--- config.mk ---
export PLATFORM = sky130hd
export DESIGN_NAME = vacuum_pump_hysteresis_controller_top_flat
export DESIGN_NICKNAME = d
export VERILOG_FILES = /design/src/sv/vph_pkg.sv /design/src/sv/vph_if.sv /design/src/sv/vph_levels.sv /design/src/sv/vph_ctrl.sv /design/src/sv/vacuum_pump_hysteresis_controller_top.sv /design/src/flat_wrapper.sv
export SDC_FILE = /design/constraint.sdc
export NUM_CORES = 2
export LEC_CHECK = 0
export CAP_MARGIN = 25
export CORE_ASPECT_RATIO = 1.75
export CORE_MARGIN = 3
export CORE_UTILIZATION = 61
export CTS_CLUSTER_SIZE = 40
export DETAILED_ROUTE_END_ITERATION = 8
export DONT_BUFFER_PORTS = 1
export HOLD_SLACK_MARGIN = 0.08
export PLACE_DENSITY = 0.85
export SETUP_SLACK_MARGIN = 0.5
export SLEW_MARGIN = 30
export SYNTH_ARGS = -nofsm -noshare
export SYNTH_HDL_FRONTEND = slang
export SYNTH_HIERARCHICAL = 1
export SYNTH_SLANG_ARGS = --single-unit
--- constraint.sdc ---
create_clock -name i_clk -period 7.4 [get_ports i_clk]
set_input_delay 0.74 -clock i_clk [delete_from_list [all_inputs] [get_ports i_clk]]
set_output_delay 0.74 -clock i_clk [all_outputs]
set_load 0.05 [all_outputs]
--- src/sv/vph_pkg.sv ---
// Package with the shared types and constants of the vacuum pump hysteresis controller.
`timescale 1ns / 1ps
`default_nettype none

package vph_pkg;

    localparam int P_BITS      = 16;
    localparam int T_BITS      = 16;
    localparam int LVL_BITS    = P_BITS + 1;
    localparam int PCT_BITS    = 7;
    localparam int FACTOR_BITS = 8;
    localparam int LIMIT_BITS  = 8;
    localparam int RETRY_BITS  = LIMIT_BITS + 1;
    localparam int PROD_BITS   = P_BITS + FACTOR_BITS;
    localparam int RECIP_SHIFT = PROD_BITS + 8;
    localparam int RECIP_BITS  = RECIP_SHIFT - 5;
    localparam longint unsigned RECIP_MUL = ((64'd1 << RECIP_SHIFT) + 64'd99) / 64'd100;
    localparam logic [PCT_BITS-1:0]    PCT_MAX  = 7'd100;
    localparam logic [FACTOR_BITS-1:0] PCT_FULL = 8'd100;

    localparam int CFG_IDX_BITS  = 3;
    localparam int CFG_DATA_BITS = 16;

    localparam logic [CFG_IDX_BITS-1:0] CFG_TARGET       = 3'd0;
    localparam logic [CFG_IDX_BITS-1:0] CFG_UPPER_PCT    = 3'd1;
    localparam logic [CFG_IDX_BITS-1:0] CFG_LOWER_PCT    = 3'd2;
    localparam logic [CFG_IDX_BITS-1:0] CFG_TOTAL_TIME   = 3'd3;
    localparam logic [CFG_IDX_BITS-1:0] CFG_FIRST_SETTLE = 3'd4;
    localparam logic [CFG_IDX_BITS-1:0] CFG_LATER_SETTLE = 3'd5;
    localparam logic [CFG_IDX_BITS-1:0] CFG_MIN_OFF      = 3'd6;
    localparam logic [CFG_IDX_BITS-1:0] CFG_RESTART_LIM  = 3'd7;

    typedef enum logic [2:0] {
        PH_IDLE,
        PH_ARMED,
        PH_FIRST_RUN,
        PH_FIRST_WAIT,
        PH_NEXT_RUN,
        PH_NEXT_WAIT
    } t_phase;

    typedef enum logic [2:0] {
        ST_IDLE,
        ST_BUSY,
        ST_STABLE,
        ST_BELOW,
        ST_TIMEOUT,
        ST_UNSTABLE
    } t_status;

    typedef struct packed {
        logic [P_BITS-1:0]     target;
        logic [PCT_BITS-1:0]   upper_pct;
        logic [PCT_BITS-1:0]   lower_pct;
        logic [T_BITS-1:0]     total_time;
        logic [T_BITS-1:0]     first_settle;
        logic [T_BITS-1:0]     later_settle;
        logic [T_BITS-1:0]     min_off;
        logic [LIMIT_BITS-1:0] restart_limit;
    } t_cfg;

    typedef struct packed {
        logic              pump_on;
        t_status           status;
        logic [T_BITS-1:0] elapsed_ticks;
    } t_result;

endpackage

`default_nettype wire

--- src/sv/vph_if.sv ---
// Handshake interfaces for the input and result words of the controller.
`timescale 1ns / 1ps
`default_nettype none

interface vph_in_if;
    logic                      valid;
    logic                      ready;
    logic                      mode;
    logic [vph_pkg::P_BITS-1:0] pressure;

    modport source (output valid, output mode, output pressure, input ready);
    modport sink (input valid, input mode, input pressure, output ready);
endinterface

interface vph_out_if;
    logic                      valid;
    logic                      ready;
    logic                      pump_on;
    logic [2:0]                status;
    logic [vph_pkg::T_BITS-1:0] elapsed_ticks;

    modport source (output valid, output pump_on, output status, output elapsed_ticks,
                    input ready);
    modport sink (input valid, input pump_on, input status, input elapsed_ticks,
                  output ready);
endinterface

`default_nettype wire

--- src/sv/vph_levels.sv ---
// Hysteresis level computation: registered percent scaling followed by a combinational division by 100.
`timescale 1ns / 1ps
`default_nettype none

module vph_levels (
    input  wire logic                          i_clk,
    input  wire logic [vph_pkg::P_BITS-1:0]    i_target,
    input  wire logic [vph_pkg::PCT_BITS-1:0]  i_upper_pct,
    input  wire logic [vph_pkg::PCT_BITS-1:0]  i_lower_pct,
    output logic      [vph_pkg::LVL_BITS-1:0]  o_upper,
    output logic      [vph_pkg::P_BITS-1:0]    o_lower
);

    localparam int PB = vph_pkg::PROD_BITS;
    localparam int RB = vph_pkg::RECIP_BITS;
    localparam logic [RB-1:0] RECIP = RB'(vph_pkg::RECIP_MUL);

    logic [vph_pkg::PCT_BITS-1:0]    w_up_pct;
    logic [vph_pkg::PCT_BITS-1:0]    w_dn_pct;
    logic [vph_pkg::FACTOR_BITS-1:0] w_up_factor;
    logic [vph_pkg::FACTOR_BITS-1:0] w_dn_factor;
    logic [PB-1:0]                   r_prod_up;
    logic [PB-1:0]                   r_prod_dn;
    logic [PB+RB-1:0]                w_up_scaled;
    logic [PB+RB-1:0]                w_dn_scaled;

    assign w_up_pct    = (i_upper_pct > vph_pkg::PCT_MAX) ? vph_pkg::PCT_MAX : i_upper_pct;
    assign w_dn_pct    = (i_lower_pct > vph_pkg::PCT_MAX) ? vph_pkg::PCT_MAX : i_lower_pct;
    assign w_up_factor = vph_pkg::PCT_FULL + {1'b0, w_up_pct};
    assign w_dn_factor = vph_pkg::PCT_FULL - {1'b0, w_dn_pct};

    always_ff @(posedge i_clk) begin
        r_prod_up <= PB'(i_target) * PB'(w_up_factor);
        r_prod_dn <= PB'(i_target) * PB'(w_dn_factor);
    end

    // Division by 100 as a multiplication by the rounded-up reciprocal, exact for this range.
    assign w_up_scaled = (PB+RB)'(r_prod_up) * (PB+RB)'(RECIP);
    assign w_dn_scaled = (PB+RB)'(r_prod_dn) * (PB+RB)'(RECIP);

    assign o_upper = w_up_scaled[vph_pkg::RECIP_SHIFT +: vph_pkg::LVL_BITS];
    assign o_lower = w_dn_scaled[vph_pkg::RECIP_SHIFT +: vph_pkg::P_BITS];

endmodule

`default_nettype wire

--- src/sv/vph_ctrl.sv ---
// Regulation state machine: phase, time budget, retries and latched hysteresis levels.
`timescale 1ns / 1ps
`default_nettype none

module vph_ctrl (
    input  wire logic                       i_clk,
    input  wire logic                       i_rst_n,
    input  wire logic                       i_step,
    input  wire logic                       i_mode,
    input  wire logic [vph_pkg::P_BITS-1:0] i_pressure,
    input  wire vph_pkg::t_cfg              i_cfg,
    output vph_pkg::t_result                o_result
);

    localparam int TB = vph_pkg::T_BITS;
    localparam int RB = vph_pkg::RETRY_BITS;

    vph_pkg::t_phase              r_phase, n_phase;
    logic [TB-1:0]                r_time_left, n_time_left;
    logic [TB-1:0]                r_entry, n_entry;
    logic signed [RB-1:0]         r_retries, n_retries;
    logic [vph_pkg::LVL_BITS-1:0] r_upper, n_upper;
    logic [vph_pkg::P_BITS-1:0]   r_lower, n_lower;
    logic                         r_pump, n_pump;
    vph_pkg::t_status             r_status, n_status;
    logic                         r_has_run, n_has_run;

    logic [vph_pkg::LVL_BITS-1:0] w_lvl_upper;
    logic [vph_pkg::P_BITS-1:0]   w_lvl_lower;
    logic [TB-1:0]                w_tl_base;
    logic [TB-1:0]                w_tl_dec;
    logic [TB-1:0]                w_waited;
    logic [TB-1:0]                w_settle;
    logic signed [RB-1:0]         w_retries_dec;
    logic [vph_pkg::LVL_BITS-1:0] w_press_ext;

    vph_levels u_levels (
        .i_clk       (i_clk),
        .i_target    (i_cfg.target),
        .i_upper_pct (i_cfg.upper_pct),
        .i_lower_pct (i_cfg.lower_pct),
        .o_upper     (w_lvl_upper),
        .o_lower     (w_lvl_lower)
    );

    always_ff @(posedge i_clk) begin
        if (!i_rst_n) begin
            r_phase     <= vph_pkg::PH_IDLE;
            r_time_left <= '0;
            r_entry     <= '0;
            r_retries   <= '0;
            r_upper     <= '0;
            r_lower     <= '0;
            r_pump      <= 1'b0;
            r_status    <= vph_pkg::ST_IDLE;
            r_has_run   <= 1'b0;
        end else begin
            r_phase     <= n_phase;
            r_time_left <= n_time_left;
            r_entry     <= n_entry;
            r_retries   <= n_retries;
            r_upper     <= n_upper;
            r_lower     <= n_lower;
            r_pump      <= n_pump;
            r_status    <= n_status;
            r_has_run   <= n_has_run;
        end
    end

    assign w_tl_base     = (r_phase == vph_pkg::PH_ARMED) ? i_cfg.total_time : r_time_left;
    assign w_tl_dec      = w_tl_base - TB'(1);
    assign w_waited      = r_entry - w_tl_dec;
    assign w_settle      = (r_phase == vph_pkg::PH_FIRST_WAIT) ? i_cfg.first_settle
                                                               : i_cfg.later_settle;
    assign w_retries_dec = r_retries - RB'(1);
    assign w_press_ext   = vph_pkg::LVL_BITS'(i_pressure);

    always_comb begin
        n_phase     = r_phase;
        n_time_left = r_time_left;
        n_entry     = r_entry;
        n_retries   = r_retries;
        n_upper     = r_upper;
        n_lower     = r_lower;
        n_pump      = r_pump;
        n_status    = r_status;
        n_has_run   = r_has_run;

        if (i_step) begin
            if (i_mode) begin
                n_phase   = vph_pkg::PH_ARMED;
                n_pump    = 1'b0;
                n_status  = vph_pkg::ST_BUSY;
                n_has_run = 1'b1;
            end else if (r_phase != vph_pkg::PH_IDLE) begin
                if (r_phase == vph_pkg::PH_ARMED) begin
                    n_upper = w_lvl_upper;
                    n_lower = w_lvl_lower;
                end
                n_time_left = w_tl_dec;
                if (w_tl_dec == '0) begin
                    n_phase  = vph_pkg::PH_IDLE;
                    n_pump   = 1'b0;
                    n_status = vph_pkg::ST_TIMEOUT;
                end else begin
                    case (r_phase)
                        vph_pkg::PH_ARMED: begin
                            if (i_pressure < i_cfg.target) begin
                                n_phase  = vph_pkg::PH_IDLE;
                                n_pump   = 1'b0;
                                n_status = vph_pkg::ST_BELOW;
                            end else begin
                                n_phase = vph_pkg::PH_FIRST_RUN;
                                n_entry = w_tl_dec;
                                n_pump  = 1'b1;
                            end
                        end
                        vph_pkg::PH_FIRST_RUN, vph_pkg::PH_NEXT_RUN: begin
                            if (i_pressure < r_lower) begin
                                if (r_phase == vph_pkg::PH_FIRST_RUN) begin
                                    n_retries = $signed({1'b0, i_cfg.restart_limit}) - RB'(1);
                                    n_phase   = vph_pkg::PH_FIRST_WAIT;
                                end else begin
                                    n_phase = vph_pkg::PH_NEXT_WAIT;
                                end
                                n_pump  = 1'b0;
                                n_entry = w_tl_dec;
                            end
                        end
                        vph_pkg::PH_FIRST_WAIT, vph_pkg::PH_NEXT_WAIT: begin
                            if (w_press_ext < r_upper && w_waited > w_settle) begin
                                n_phase  = vph_pkg::PH_IDLE;
                                n_pump   = 1'b0;
                                n_status = vph_pkg::ST_STABLE;
                            end else if (w_press_ext > r_upper && w_waited > i_cfg.min_off) begin
                                if (r_phase == vph_pkg::PH_NEXT_WAIT) begin
                                    n_retries = w_retries_dec;
                                end
                                if (r_phase == vph_pkg::PH_NEXT_WAIT &&
                                    (w_retries_dec[RB-1] || w_retries_dec == '0)) begin
                                    n_phase  = vph_pkg::PH_IDLE;
                                    n_pump   = 1'b0;
                                    n_status = vph_pkg::ST_UNSTABLE;
                                end else begin
                                    n_phase = vph_pkg::PH_NEXT_RUN;
                                    n_entry = w_tl_dec;
                                    n_pump  = 1'b1;
                                end
                            end
                        end
                        default: begin
                        end
                    endcase
                end
            end
        end

        o_result.pump_on = n_pump;
        o_result.status  = n_status;
        if (!n_has_run || n_phase == vph_pkg::PH_ARMED) begin
            o_result.elapsed_ticks = '0;
        end else begin
            o_result.elapsed_ticks = i_cfg.total_time - n_time_left;
        end
    end

endmodule

`default_nettype wire

--- src/sv/vacuum_pump_hysteresis_controller_top.sv ---
// Top level of the vacuum pump hysteresis controller: configuration, handshake and registers.
`timescale 1ns / 1ps
`default_nettype none

// The controller takes one word per clock cycle while the output is not stalled and returns
// exactly one result word for each. A word accepted at a clock edge sits in the input register,
// is evaluated by a single pass of compare and update logic, and its result is loaded into the
// output register when the word steps, while the following word is already being taken. A
// stalled output holds the pipeline, and the input stays ready as long as the input register
// can move on. The hysteresis levels come from a registered multiply on the configuration
// registers and a combinational division, and are latched when the first tick after a start
// word is evaluated. There is no clearing pass after reset.
module vacuum_pump_hysteresis_controller_top (
    input  wire logic                              i_clk,
    input  wire logic                              i_rst_n,
    vph_in_if.sink                                 i_in,
    vph_out_if.source                              o_out,
    input  wire logic                              i_cfg_we,
    input  wire logic [vph_pkg::CFG_IDX_BITS-1:0]  i_cfg_idx,
    input  wire logic [vph_pkg::CFG_DATA_BITS-1:0] i_cfg_data
);

    vph_pkg::t_cfg              r_cfg;
    logic                       r_in_vld;
    logic                       r_in_mode;
    logic [vph_pkg::P_BITS-1:0] r_in_pressure;
    logic                       r_out_vld;
    vph_pkg::t_result           r_out_res;
    vph_pkg::t_result           w_result;
    logic                       w_step;

    always_ff @(posedge i_clk) begin
        if (!i_rst_n) begin
            r_cfg.target        <= '0;
            r_cfg.upper_pct     <= 7'd5;
            r_cfg.lower_pct     <= 7'd5;
            r_cfg.total_time    <= vph_pkg::T_BITS'(6000);
            r_cfg.first_settle  <= vph_pkg::T_BITS'(100);
            r_cfg.later_settle  <= vph_pkg::T_BITS'(100);
            r_cfg.min_off       <= vph_pkg::T_BITS'(50);
            r_cfg.restart_limit <= 8'd3;
        end else if (i_cfg_we) begin
            case (i_cfg_idx)
                vph_pkg::CFG_TARGET: begin
                    r_cfg.target <= vph_pkg::P_BITS'(i_cfg_data);
                end
                vph_pkg::CFG_UPPER_PCT: begin
                    r_cfg.upper_pct <= i_cfg_data[vph_pkg::PCT_BITS-1:0];
                end
                vph_pkg::CFG_LOWER_PCT: begin
                    r_cfg.lower_pct <= i_cfg_data[vph_pkg::PCT_BITS-1:0];
                end
                vph_pkg::CFG_TOTAL_TIME: begin
                    r_cfg.total_time <= vph_pkg::T_BITS'(i_cfg_data);
                end
                vph_pkg::CFG_FIRST_SETTLE: begin
                    r_cfg.first_settle <= vph_pkg::T_BITS'(i_cfg_data);
                end
                vph_pkg::CFG_LATER_SETTLE: begin
                    r_cfg.later_settle <= vph_pkg::T_BITS'(i_cfg_data);
                end
                vph_pkg::CFG_MIN_OFF: begin
                    r_cfg.min_off <= vph_pkg::T_BITS'(i_cfg_data);
                end
                vph_pkg::CFG_RESTART_LIM: begin
                    r_cfg.restart_limit <= i_cfg_data[vph_pkg::LIMIT_BITS-1:0];
                end
                default: begin
                end
            endcase
        end
    end

    assign w_step     = r_in_vld && (!r_out_vld || o_out.ready);
    assign i_in.ready = !r_in_vld || w_step;

    always_ff @(posedge i_clk) begin
        if (!i_rst_n) begin
            r_in_vld <= 1'b0;
        end else if (i_in.ready) begin
            r_in_vld <= i_in.valid;
        end
    end

    always_ff @(posedge i_clk) begin
        if (i_in.valid && i_in.ready) begin
            r_in_mode     <= i_in.mode;
            r_in_pressure <= i_in.pressure;
        end
    end

    vph_ctrl u_ctrl (
        .i_clk      (i_clk),
        .i_rst_n    (i_rst_n),
        .i_step     (w_step),
        .i_mode     (r_in_mode),
        .i_pressure (r_in_pressure),
        .i_cfg      (r_cfg),
        .o_result   (w_result)
    );

    always_ff @(posedge i_clk) begin
        if (!i_rst_n) begin
            r_out_vld <= 1'b0;
        end else if (w_step) begin
            r_out_vld <= 1'b1;
        end else if (o_out.ready) begin
            r_out_vld <= 1'b0;
        end
    end

    always_ff @(posedge i_clk) begin
        if (w_step) begin
            r_out_res <= w_result;
        end
    end

    assign o_out.valid         = r_out_vld;
    assign o_out.pump_on       = r_out_res.pump_on;
    assign o_out.status        = r_out_res.status;
    assign o_out.elapsed_ticks = r_out_res.elapsed_ticks;

    // A finished run always leaves the pump switched off.
    a_pump_off_when_done: assert property (@(posedge i_clk) disable iff (!i_rst_n)
        (r_out_vld && r_out_res.status != vph_pkg::ST_BUSY) |-> !r_out_res.pump_on)
        else $error("pump reported running after the run ended");

    // Every evaluated word lands in the output register.
    a_step_loads_output: assert property (@(posedge i_clk) disable iff (!i_rst_n)
        w_step |=> r_out_vld)
        else $error("evaluated word did not reach the output register");

    // A start word arms the controller with the pump off and no elapsed time.
    a_start_result: assert property (@(posedge i_clk) disable iff (!i_rst_n)
        (w_step && r_in_mode) |=> (r_out_res.status == vph_pkg::ST_BUSY &&
                                   !r_out_res.pump_on && r_out_res.elapsed_ticks == '0))
        else $error("start word produced a wrong result");

endmodule

`default_nettype wire
--- src/flat_wrapper.sv ---
// flat-port wrapper written by rule: the top's interface ports become plain ports
module vacuum_pump_hysteresis_controller_top_flat 
  (i_clk, i_rst_n, i_cfg_we, i_cfg_idx, i_cfg_data, i_in_valid, i_in_mode, i_in_pressure, i_in_ready, o_out_valid, o_out_pump_on, o_out_status, o_out_elapsed_ticks, o_out_ready);
  vph_in_if i_in_i ();
  vph_out_if o_out_i ();
  input  wire logic i_clk;
  input  wire logic i_rst_n;
  input  wire logic i_cfg_we;
  input  wire logic [vph_pkg::CFG_IDX_BITS-1:0] i_cfg_idx;
  input  wire logic [vph_pkg::CFG_DATA_BITS-1:0] i_cfg_data;
  input wire logic [$bits(i_in_i.valid)-1:0] i_in_valid;
  input wire logic [$bits(i_in_i.mode)-1:0] i_in_mode;
  input wire logic [$bits(i_in_i.pressure)-1:0] i_in_pressure;
  output wire logic [$bits(i_in_i.ready)-1:0] i_in_ready;
  output wire logic [$bits(o_out_i.valid)-1:0] o_out_valid;
  output wire logic [$bits(o_out_i.pump_on)-1:0] o_out_pump_on;
  output wire logic [$bits(o_out_i.status)-1:0] o_out_status;
  output wire logic [$bits(o_out_i.elapsed_ticks)-1:0] o_out_elapsed_ticks;
  input wire logic [$bits(o_out_i.ready)-1:0] o_out_ready;
  assign i_in_i.valid = i_in_valid;
  assign i_in_i.mode = i_in_mode;
  assign i_in_i.pressure = i_in_pressure;
  assign i_in_ready = i_in_i.ready;
  assign o_out_valid = o_out_i.valid;
  assign o_out_pump_on = o_out_i.pump_on;
  assign o_out_status = o_out_i.status;
  assign o_out_elapsed_ticks = o_out_i.elapsed_ticks;
  assign o_out_i.ready = o_out_ready;
  vacuum_pump_hysteresis_controller_top u_core (.i_clk(i_clk), .i_rst_n(i_rst_n), .i_in(i_in_i), .o_out(o_out_i), .i_cfg_we(i_cfg_we), .i_cfg_idx(i_cfg_idx), .i_cfg_data(i_cfg_data));
endmodule
Yosys cells after proc, flatten, opt, wreduce, memory -nomap -nowiden
Cells that the tools add are included.
{"block": "op_classes", "n_reduce_logical": 32, "eq_ne": 20, "n_mux": 53, "order_cmp": 8, "n_addsub": 7, "n_mul": 4, "n_bitwise": 2}
{"operator": "two-way mux 16 bit", "count": 10}
{"operator": "two-way mux 3 bit", "count": 17}
{"operator": "multiplier 24 x 26 -> 49 bit (second input constant)", "count": 1}
{"operator": "multiplier 16 x 8 -> 24 bit", "count": 2}
{"operator": "multiplier 24 x 26 -> 48 bit (second input constant)", "count": 1}
{"operator": "case mux 16 bit (3 select lines)", "count": 1}
{"operator": "two-way mux 9 bit", "count": 5}
{"operator": "greater-than comparator 16 bit", "count": 2}
{"operator": "less-than comparator 16 bit", "count": 2}
{"operator": "subtractor 16 bit", "count": 2}
{"operator": "AND reduction 10 bit", "count": 2}
{"operator": "== test 3 bit (second input constant)", "count": 6}
{"operator": "case mux 9 bit (2 select lines)", "count": 1}
{"operator": "greater-than comparator 16 x 17 -> 1 bit", "count": 1}
{"operator": "less-than comparator 16 x 17 -> 1 bit", "count": 1}
{"operator": "logical NOT 16 bit", "count": 1}
{"operator": "AND reduction 2 bit", "count": 8}
{"operator": "subtractor 16 x 1 -> 16 bit (second input constant)", "count": 1}
{"operator": "greater-than comparator 7 bit (second input constant)", "count": 2}
{"operator": "two-way mux 7 bit", "count": 2}
{"operator": "inequality test 2 bit (second input constant)", "count": 7}
{"operator": "two-way mux 1 bit", "count": 13}
{"operator": "== test 3 x 2 -> 1 bit (second input constant)", "count": 4}
{"operator": "== test 3 x 1 -> 1 bit (second input constant)", "count": 3}
{"operator": "18 further kinds", "count": 31}
{"block": "totals", "output_inout_bits": 22, "word_cells": 152, "register_bits": 271, "in_bits": 41}

Longest topological paths before layout
{"block": "logic_depth", "ltp_word": 15, "ltp_mapped": 33}

Cells and area by module
The synthesis kept the hierarchy.
{"module": "vph_levels", "seq_area_each_um2": 960.9, "cells_per_inst": 2900, "instances": 1, "area_per_inst_um2": 27964.3}
{"module": "vph_ctrl", "seq_area_each_um2": 1641.6, "cells_per_inst": 1047, "instances": 1, "area_per_inst_um2": 8057.7}
{"module": "vacuum_pump_hysteresis_controller_top", "seq_area_each_um2": 3193.1, "cells_per_inst": 412, "instances": 1, "area_per_inst_um2": 5019.8}

Worst setup path before layout
OpenSTA, ideal clock, no wires.
{"block": "synth_timing", "path_type": "reg-to-reg", "startpoint": "register u_core.u_ctrl.r_phase[0]", "endpoint": "register u_core.r_out_res (netlist bit u_core/o_out.elapsed_ticks[10]) (data pin)", "arrival_time_ps": 7587, "path_stages_with_launch": 32, "setup_time_ps": 275, "path_slack_ps": -461, "t_required_ps": 7125, "path_buffers": 6, "path_cell_list": "dfxtp_1 buf_4 or3b_1 buf_6 buf_6 clkbuf_1 a21oi_1 ha_1 clkbuf_1 xor2_1 ha_1 o21a_1 o31a_1 o21ai_0 a2111oi_0 or4_1 a2111oi_0 nor3_1 maj3_1 a21oi_1 o211ai_1 ha_1 nand4_1 nor3_1 a221oi_1 a2111oi_1 nor3_1 o21ai_0 a21oi_1 a21oi_1 clkbuf_1 a211oi_1"}
{"block": "synth_via", "elab_chain_len": 15, "elab_cells_between_ends": 34, "cone_classes": "add/sub (3); order compare (2); eq/ne (6); mux (15); reduce/logical (8)"}
{"element": "from (decl)", "line": "vph_ctrl.sv:18", "source": "vph_pkg::t_phase r_phase, n_phase;"}
{"element": "from (signal assigned)", "line": "vph_ctrl.sv:48", "source": "r_phase <= vph_pkg::PH_IDLE;"}
{"element": "from (signal assigned)", "line": "vph_ctrl.sv:58", "source": "r_phase <= n_phase;"}
{"element": "== test 3 x 1 -> 1 bit (*)", "line": "vph_ctrl.sv:70", "source": "assign w_tl_base = (r_phase == vph_pkg::PH_ARMED) ? i_cfg.total_time : r_time_left;"}
{"element": "two-way mux 16 bit (*)", "line": "vph_ctrl.sv:70"}
{"element": "subtractor 16 x 1 -> 16 bit (*)", "line": "vph_ctrl.sv:71", "source": "assign w_tl_dec = w_tl_base - TB'(1);"}
{"element": "via u_core.u_ctrl.w_tl_dec[0]", "line": "vph_ctrl.sv:31", "source": "logic [TB-1:0] w_tl_dec;"}
{"element": "subtractor 16 bit", "line": "vph_ctrl.sv:72", "source": "assign w_waited = r_entry - w_tl_dec;"}
{"element": "greater-than comparator 16 bit", "line": "vph_ctrl.sv:135", "source": "end else if (w_press_ext > r_upper && w_waited > i_cfg.min_off) begin"}
{"element": "logical AND 1 bit", "line": "vph_ctrl.sv:135"}
{"element": "two-way mux 3 bit", "line": "vph_ctrl.sv:135"}
{"element": "two-way mux 3 bit", "line": "vph_ctrl.sv:131", "source": "if (w_press_ext < r_upper && w_waited > w_settle) begin"}
{"element": "case mux 3 bit (3 select lines)", "line": "vph_ctrl.sv:106", "source": "case (r_phase)"}
{"element": "two-way mux 3 bit", "line": "vph_ctrl.sv:101", "source": "if (w_tl_dec == '0) begin"}
{"element": "two-way mux 3 bit", "line": "vph_ctrl.sv:95", "source": "end else if (r_phase != vph_pkg::PH_IDLE) begin"}
{"element": "two-way mux 3 bit", "line": "vph_ctrl.sv:90", "source": "if (i_mode) begin"}
{"element": "two-way mux 3 bit", "line": "vph_ctrl.sv:89", "source": "if (i_step) begin"}
{"element": "== test 3 x 1 -> 1 bit", "line": "vph_ctrl.sv:160", "source": "if (!n_has_run || n_phase == vph_pkg::PH_ARMED) begin"}
{"element": "logical OR 1 bit", "line": "vph_ctrl.sv:160"}
{"element": "to (signal assigned)", "line": "vacuum_pump_hysteresis_controller_top.sv:114", "source": "r_out_res <= w_result;"}
{"element": "to (decl)", "line": "vacuum_pump_hysteresis_controller_top.sv:28", "source": "vph_pkg::t_result r_out_res;"}
The timed path passes the listed nets; every way through them passes the cells marked *.
A chain may end at the register's enable or synchronous reset.

Worst setup path in the final report
{"block": "layout_timing", "startpoint": "register u_core.u_ctrl.r_phase[0]", "endpoint": "register u_core.r_out_res (netlist bit u_core/o_out.elapsed_ticks[2]) (data pin)"}
The elaborated chain is that of the path after synthesis.

==> impl_metrics.json <==
{
  "htree_num_levels": 1,
  "max_slew_violation_total_from_the_final_report": 0,
  "route.detailed.drc": 0,
  "critical_path.startpoint": "u_core/u_ctrl/r_phase[0]",
  "vias_per_cell": 5.87,
  "area_delta_synth_final_pct": 7.05,
  "fin_worst_hold_slack_ns": 0.248,
  "gp_routability_congestion": 1.05,
  "yosys-mux-area-fraction": 0.0366,
  "drv_cap": 0,
  "core_region_area_mm2": 0.0665,
  "grt_setup_unrepaired": "true",
  "vias": 31100,
  "ys.warnings.count": 6,
  "drt_first_iter_violations": 1677,
  "synth_area_leaders": "fa_1 (28%), ha_1 (21%), dfxtp_1 (11%)",
  "nNetsFinal": 5681,
  "netlist_instances": 4359,
  "synth_top_area_frac": 0.278,
  "fp.dieArea_mm2": 0.0706,
  "row_count": 125,
  "die_x_um": 202,
  "initial_utilization": 0.617,
  "final_period_demand_of_the_worst_path_ns": 6.69,
  "postRouteAntennaNets": 0,
  "max_slew.worst_pin.slew_ns": 1.01,
  "reg2reg_from": "u_core/u_ctrl/r_phase[0]",
  "syn_std_cell_area_mm2": 0.0410,
  "dp_hpwl_um": 92100,
  "cp-start-kind": "register",
  "worst_r2r_setup_slack_ns": 0.71,
  "finish.cell_count_without_fillers": 5290,
  "skew_ns": 0.0282,
  "chipHeight_um": 349,
  "syn-mean-instance-area_um2": 9.42,
  "grt_max_degree": 213,
  "run_status": "complete, no violations",
  "synth_area_in_compound_gates": 0.0882,
  "synth-seq-area-share": 0.141,
  "final.period_utilization": 0.903,
  "placed_cells": 5217,
  "netlist.top_cell.by_area": "fa_1",
  "cts.path.max_buffers": 3,
  "wire_length_of_the_first_global_routing_pass_um": 175000,
  "remaining_global_route_overflow": 0,
  "postSynthRegisterBits": 271,
  "clk_transition_reported_paths_ns": 0.07,
  "timing.final.setup_violations": 0,
  "post_synth_xor_area_fraction": 0.0267,
  "via_count_of_the_first_global_routing_pass": 34100,
  "holdBufCountCts": 0,
  "synth_flop_cell": "dfxtp_1",
  "initial_antenna_violation_count": 12,
  "ioPinCount": 63,
  "max-slew-margin-rel": 0.325,
  "critical_path.reg2reg.endpoint": "u_core/o_out.elapsed_ticks[2]",
  "port_buffers": 0,
  "insertion_delay_ns": 0.58,
  "cts_tree": "done",
  "drive_above_1_share": 0.0639,
  "worst_path_required_time_ns": 7.80,
  "hold_path_class": "in2reg",
  "critPathKind": "reg2reg",
  "clk_root_buffer_cell": "clkbuf_16",
  "wirelength_um": 112000,
  "critical_path.endpoint": "u_core/o_out.elapsed_ticks[2]",
  "synth_edf_count": 37,
  "max_freq_mhz": 150,
  "synthSimpleGateAreaFrac": 0.119,
  "synth-async-reset-ratio": 0,
  "largest_family_of_logic_cells_by_synthesized_area": "adder cells",
  "clock_sinks": 271,
  "critPathCaptureType": "register",
  "yosysUniqueCellTypes": 100,
  "critPathSlowestCell": "or4_4",
  "final_hold_viol_count": 0,
  "groute.usage.overall": 0.317,
  "worst_path_fanout_max": 16,
  "tritoncts.num_buffers": 27,
  "r2r.worst_path.cells": 29,
  "biggest_cell_delay_along_the_critical_path_ns": 0.58,
  "route.detailed.wl_per_inst_um": 21.2,
  "yosys.area_share.adder": 0.490,
  "crit_arrival_ns": 7.09,
  "detailedRoute.firstPassIterationCount": 6
}
-- Yosys cell counts, types with 8 or more instances --
master and count:
nand2_1 348, mux2i_1 140, o21bai_1 9, o21a_1 18, ha_1 694, o21ai_1 18, a21boi_0 39, clkbuf_1 80
nand4_1 32, nand3_1 35, a21boi_1 9, a211oi_1 24, and3_1 22, a2111oi_0 11, fa_1 570, a21oi_1 147
and2_1 160, xnor2_1 94, o211ai_1 11, nand3b_1 10, a211o_1 8, nor2b_1 87, nor3_1 39, nor2_1 109
inv_1 950, nor4_1 11, o21ai_0 77, dfxtp_1 234, buf_2 12, nand2b_1 25, edfxtp_1 37, a31oi_1 30
xor2_1 31, a21o_1 73, or2_2 14, or3_1 13
-- registers in the layout (all words and copies together) (netlist names) --
| register | count |
|---|---|
| u_core/o_out.status | 3 |
| u_core/o_out.valid | 1 |
| u_core/u_ctrl/r_upper | 17 |
| u_core/u_ctrl/r_has_run | 1 |
| u_core/o_out.elapsed_ticks | 16 |
| u_core/u_ctrl/r_entry | 16 |
| u_core/r_in_vld | 1 |
| u_core/u_ctrl/r_phase | 3 |
| u_core/o_out.pump_on | 1 |
| u_core/u_ctrl/u_levels/r_prod_up | 24 |
| u_core/r_in_mode | 1 |
| u_core/r_in_pressure | 16 |
| u_core/u_ctrl/r_retries | 9 |
| u_core/r_cfg | 102 |
| u_core/u_ctrl/r_time_left | 16 |
| u_core/u_ctrl/r_lower | 16 |
| u_core/u_ctrl/r_pump | 1 |
| u_core/u_ctrl/r_status | 3 |
| u_core/u_ctrl/u_levels/r_prod_dn | 24 |
-- area by class of cell --
type / count / area (um^2)
tap: 889 / 1110
sequential: 271 / 5830
multi-input combinational: 3052 / 31900
timing repair buffer: 73 / 581
inverter: 951 / 3570
clock buffer: 30 / 707
clock inverter: 20 / 250
antenna: 4 / 10.0
fill: 5018 / 22500
-- worst max-delay path, delay by kind of cell (launching register included) --
family | cells | cell delay [ns]
AO/OA/AOI/OAI | 12 | 2.24
XOR/XNOR | 1 | 0.19
adder cells (fa/ha/maj) | 4 | 1.10
buffers and inverters | 3 | 0.49
flip-flops | 1 | 0.35
AND/OR/NAND/NOR | 9 | 2.13
-- cell families after synthesis --
kind of cell | count (synthesis)
AOI/OAI and AO/OA | 541
xor gates and xnor gates | 125
adders and majority gates | 1267
buffers and inverters | 1052
DFF | 271
muxes | 148
other | 2
and+or+nand+nor | 953
-- repair_timing --
| item | CTS | global route |
|---|---|---|
| setup endpoints to repair | 25 | 78 |
| setup buffers | 3 | 14 |
| hold endpoints to repair | 0 | 0 |
| gates resized for setup | 9 | 108 |
| cloned | 0 | 2 |
| pin swaps | 3 | 34 |
-- layer usage --
layer	up-vias	share of wire	global-route usage
met1	15200	0.31	0.291
met5	-	0.00096	0
met2	1210	0.52	0.587
met4	18	0.12	0.299
met3	637	0.053	0.0507
li1	14000	-	-
-- through the flow --
step	TNS, ns	instance area, um^2	util	worst slack, ns
2_1_floorplan	0	41200	-	0.518
3_3_place_gp	0	42300	0.636	0.236
3_5_place_dp	-0.183	42300	0.636	-0.0279
4_1_cts	0	43300	0.652	0.497
5_1_grt	0	43900	0.661	0.440
6_report	0	43900	0.661	0.715
-- cell usage in the layout (no fill, tap or decap), types with 13 or more instances in the layout --
cell type and count:
o21ai_0 73, nand4_1 32, edfxtp_1 37, dfxtp_2 15
a211oi_1 13, a21o_1 73, conb_1 16, nor3_1 35
nor2b_1 86, nor2_1 107, a21oi_1 138, buf_4 69
dfxtp_1 215, o21a_1 18, fa_1 562, or2_2 14
a31oi_1 30, xor2_1 29, nand2_1 347, mux2i_1 140
xnor2_1 90, clkbuf_16 27, inv_1 948, and3_1 22
o21ai_1 19, nand2b_1 25, nand3_1 34, a21boi_0 36
and2_1 160, a211oi_2 13, ha_1 683
-- how the worst min path moves through the flow --
stage                           from          endpoint  depth (start not counted)
finish                     i_in_mode  u_core/r_in_mode                          0
global route               i_in_mode  u_core/r_in_mode                          0
CTS                        i_in_mode  u_core/r_in_mode                          0
detailed placement  u_core/r_cfg[20]  u_core/r_cfg[20]                          2
global placement    u_core/r_cfg[52]  u_core/r_cfg[52]                          2
floorplan           u_core/r_cfg[24]  u_core/r_cfg[24]                          2
Power is left out: the tool's default activity adds up to more than one toggle a clock period on the data nets, which glitch-free logic cannot reach.
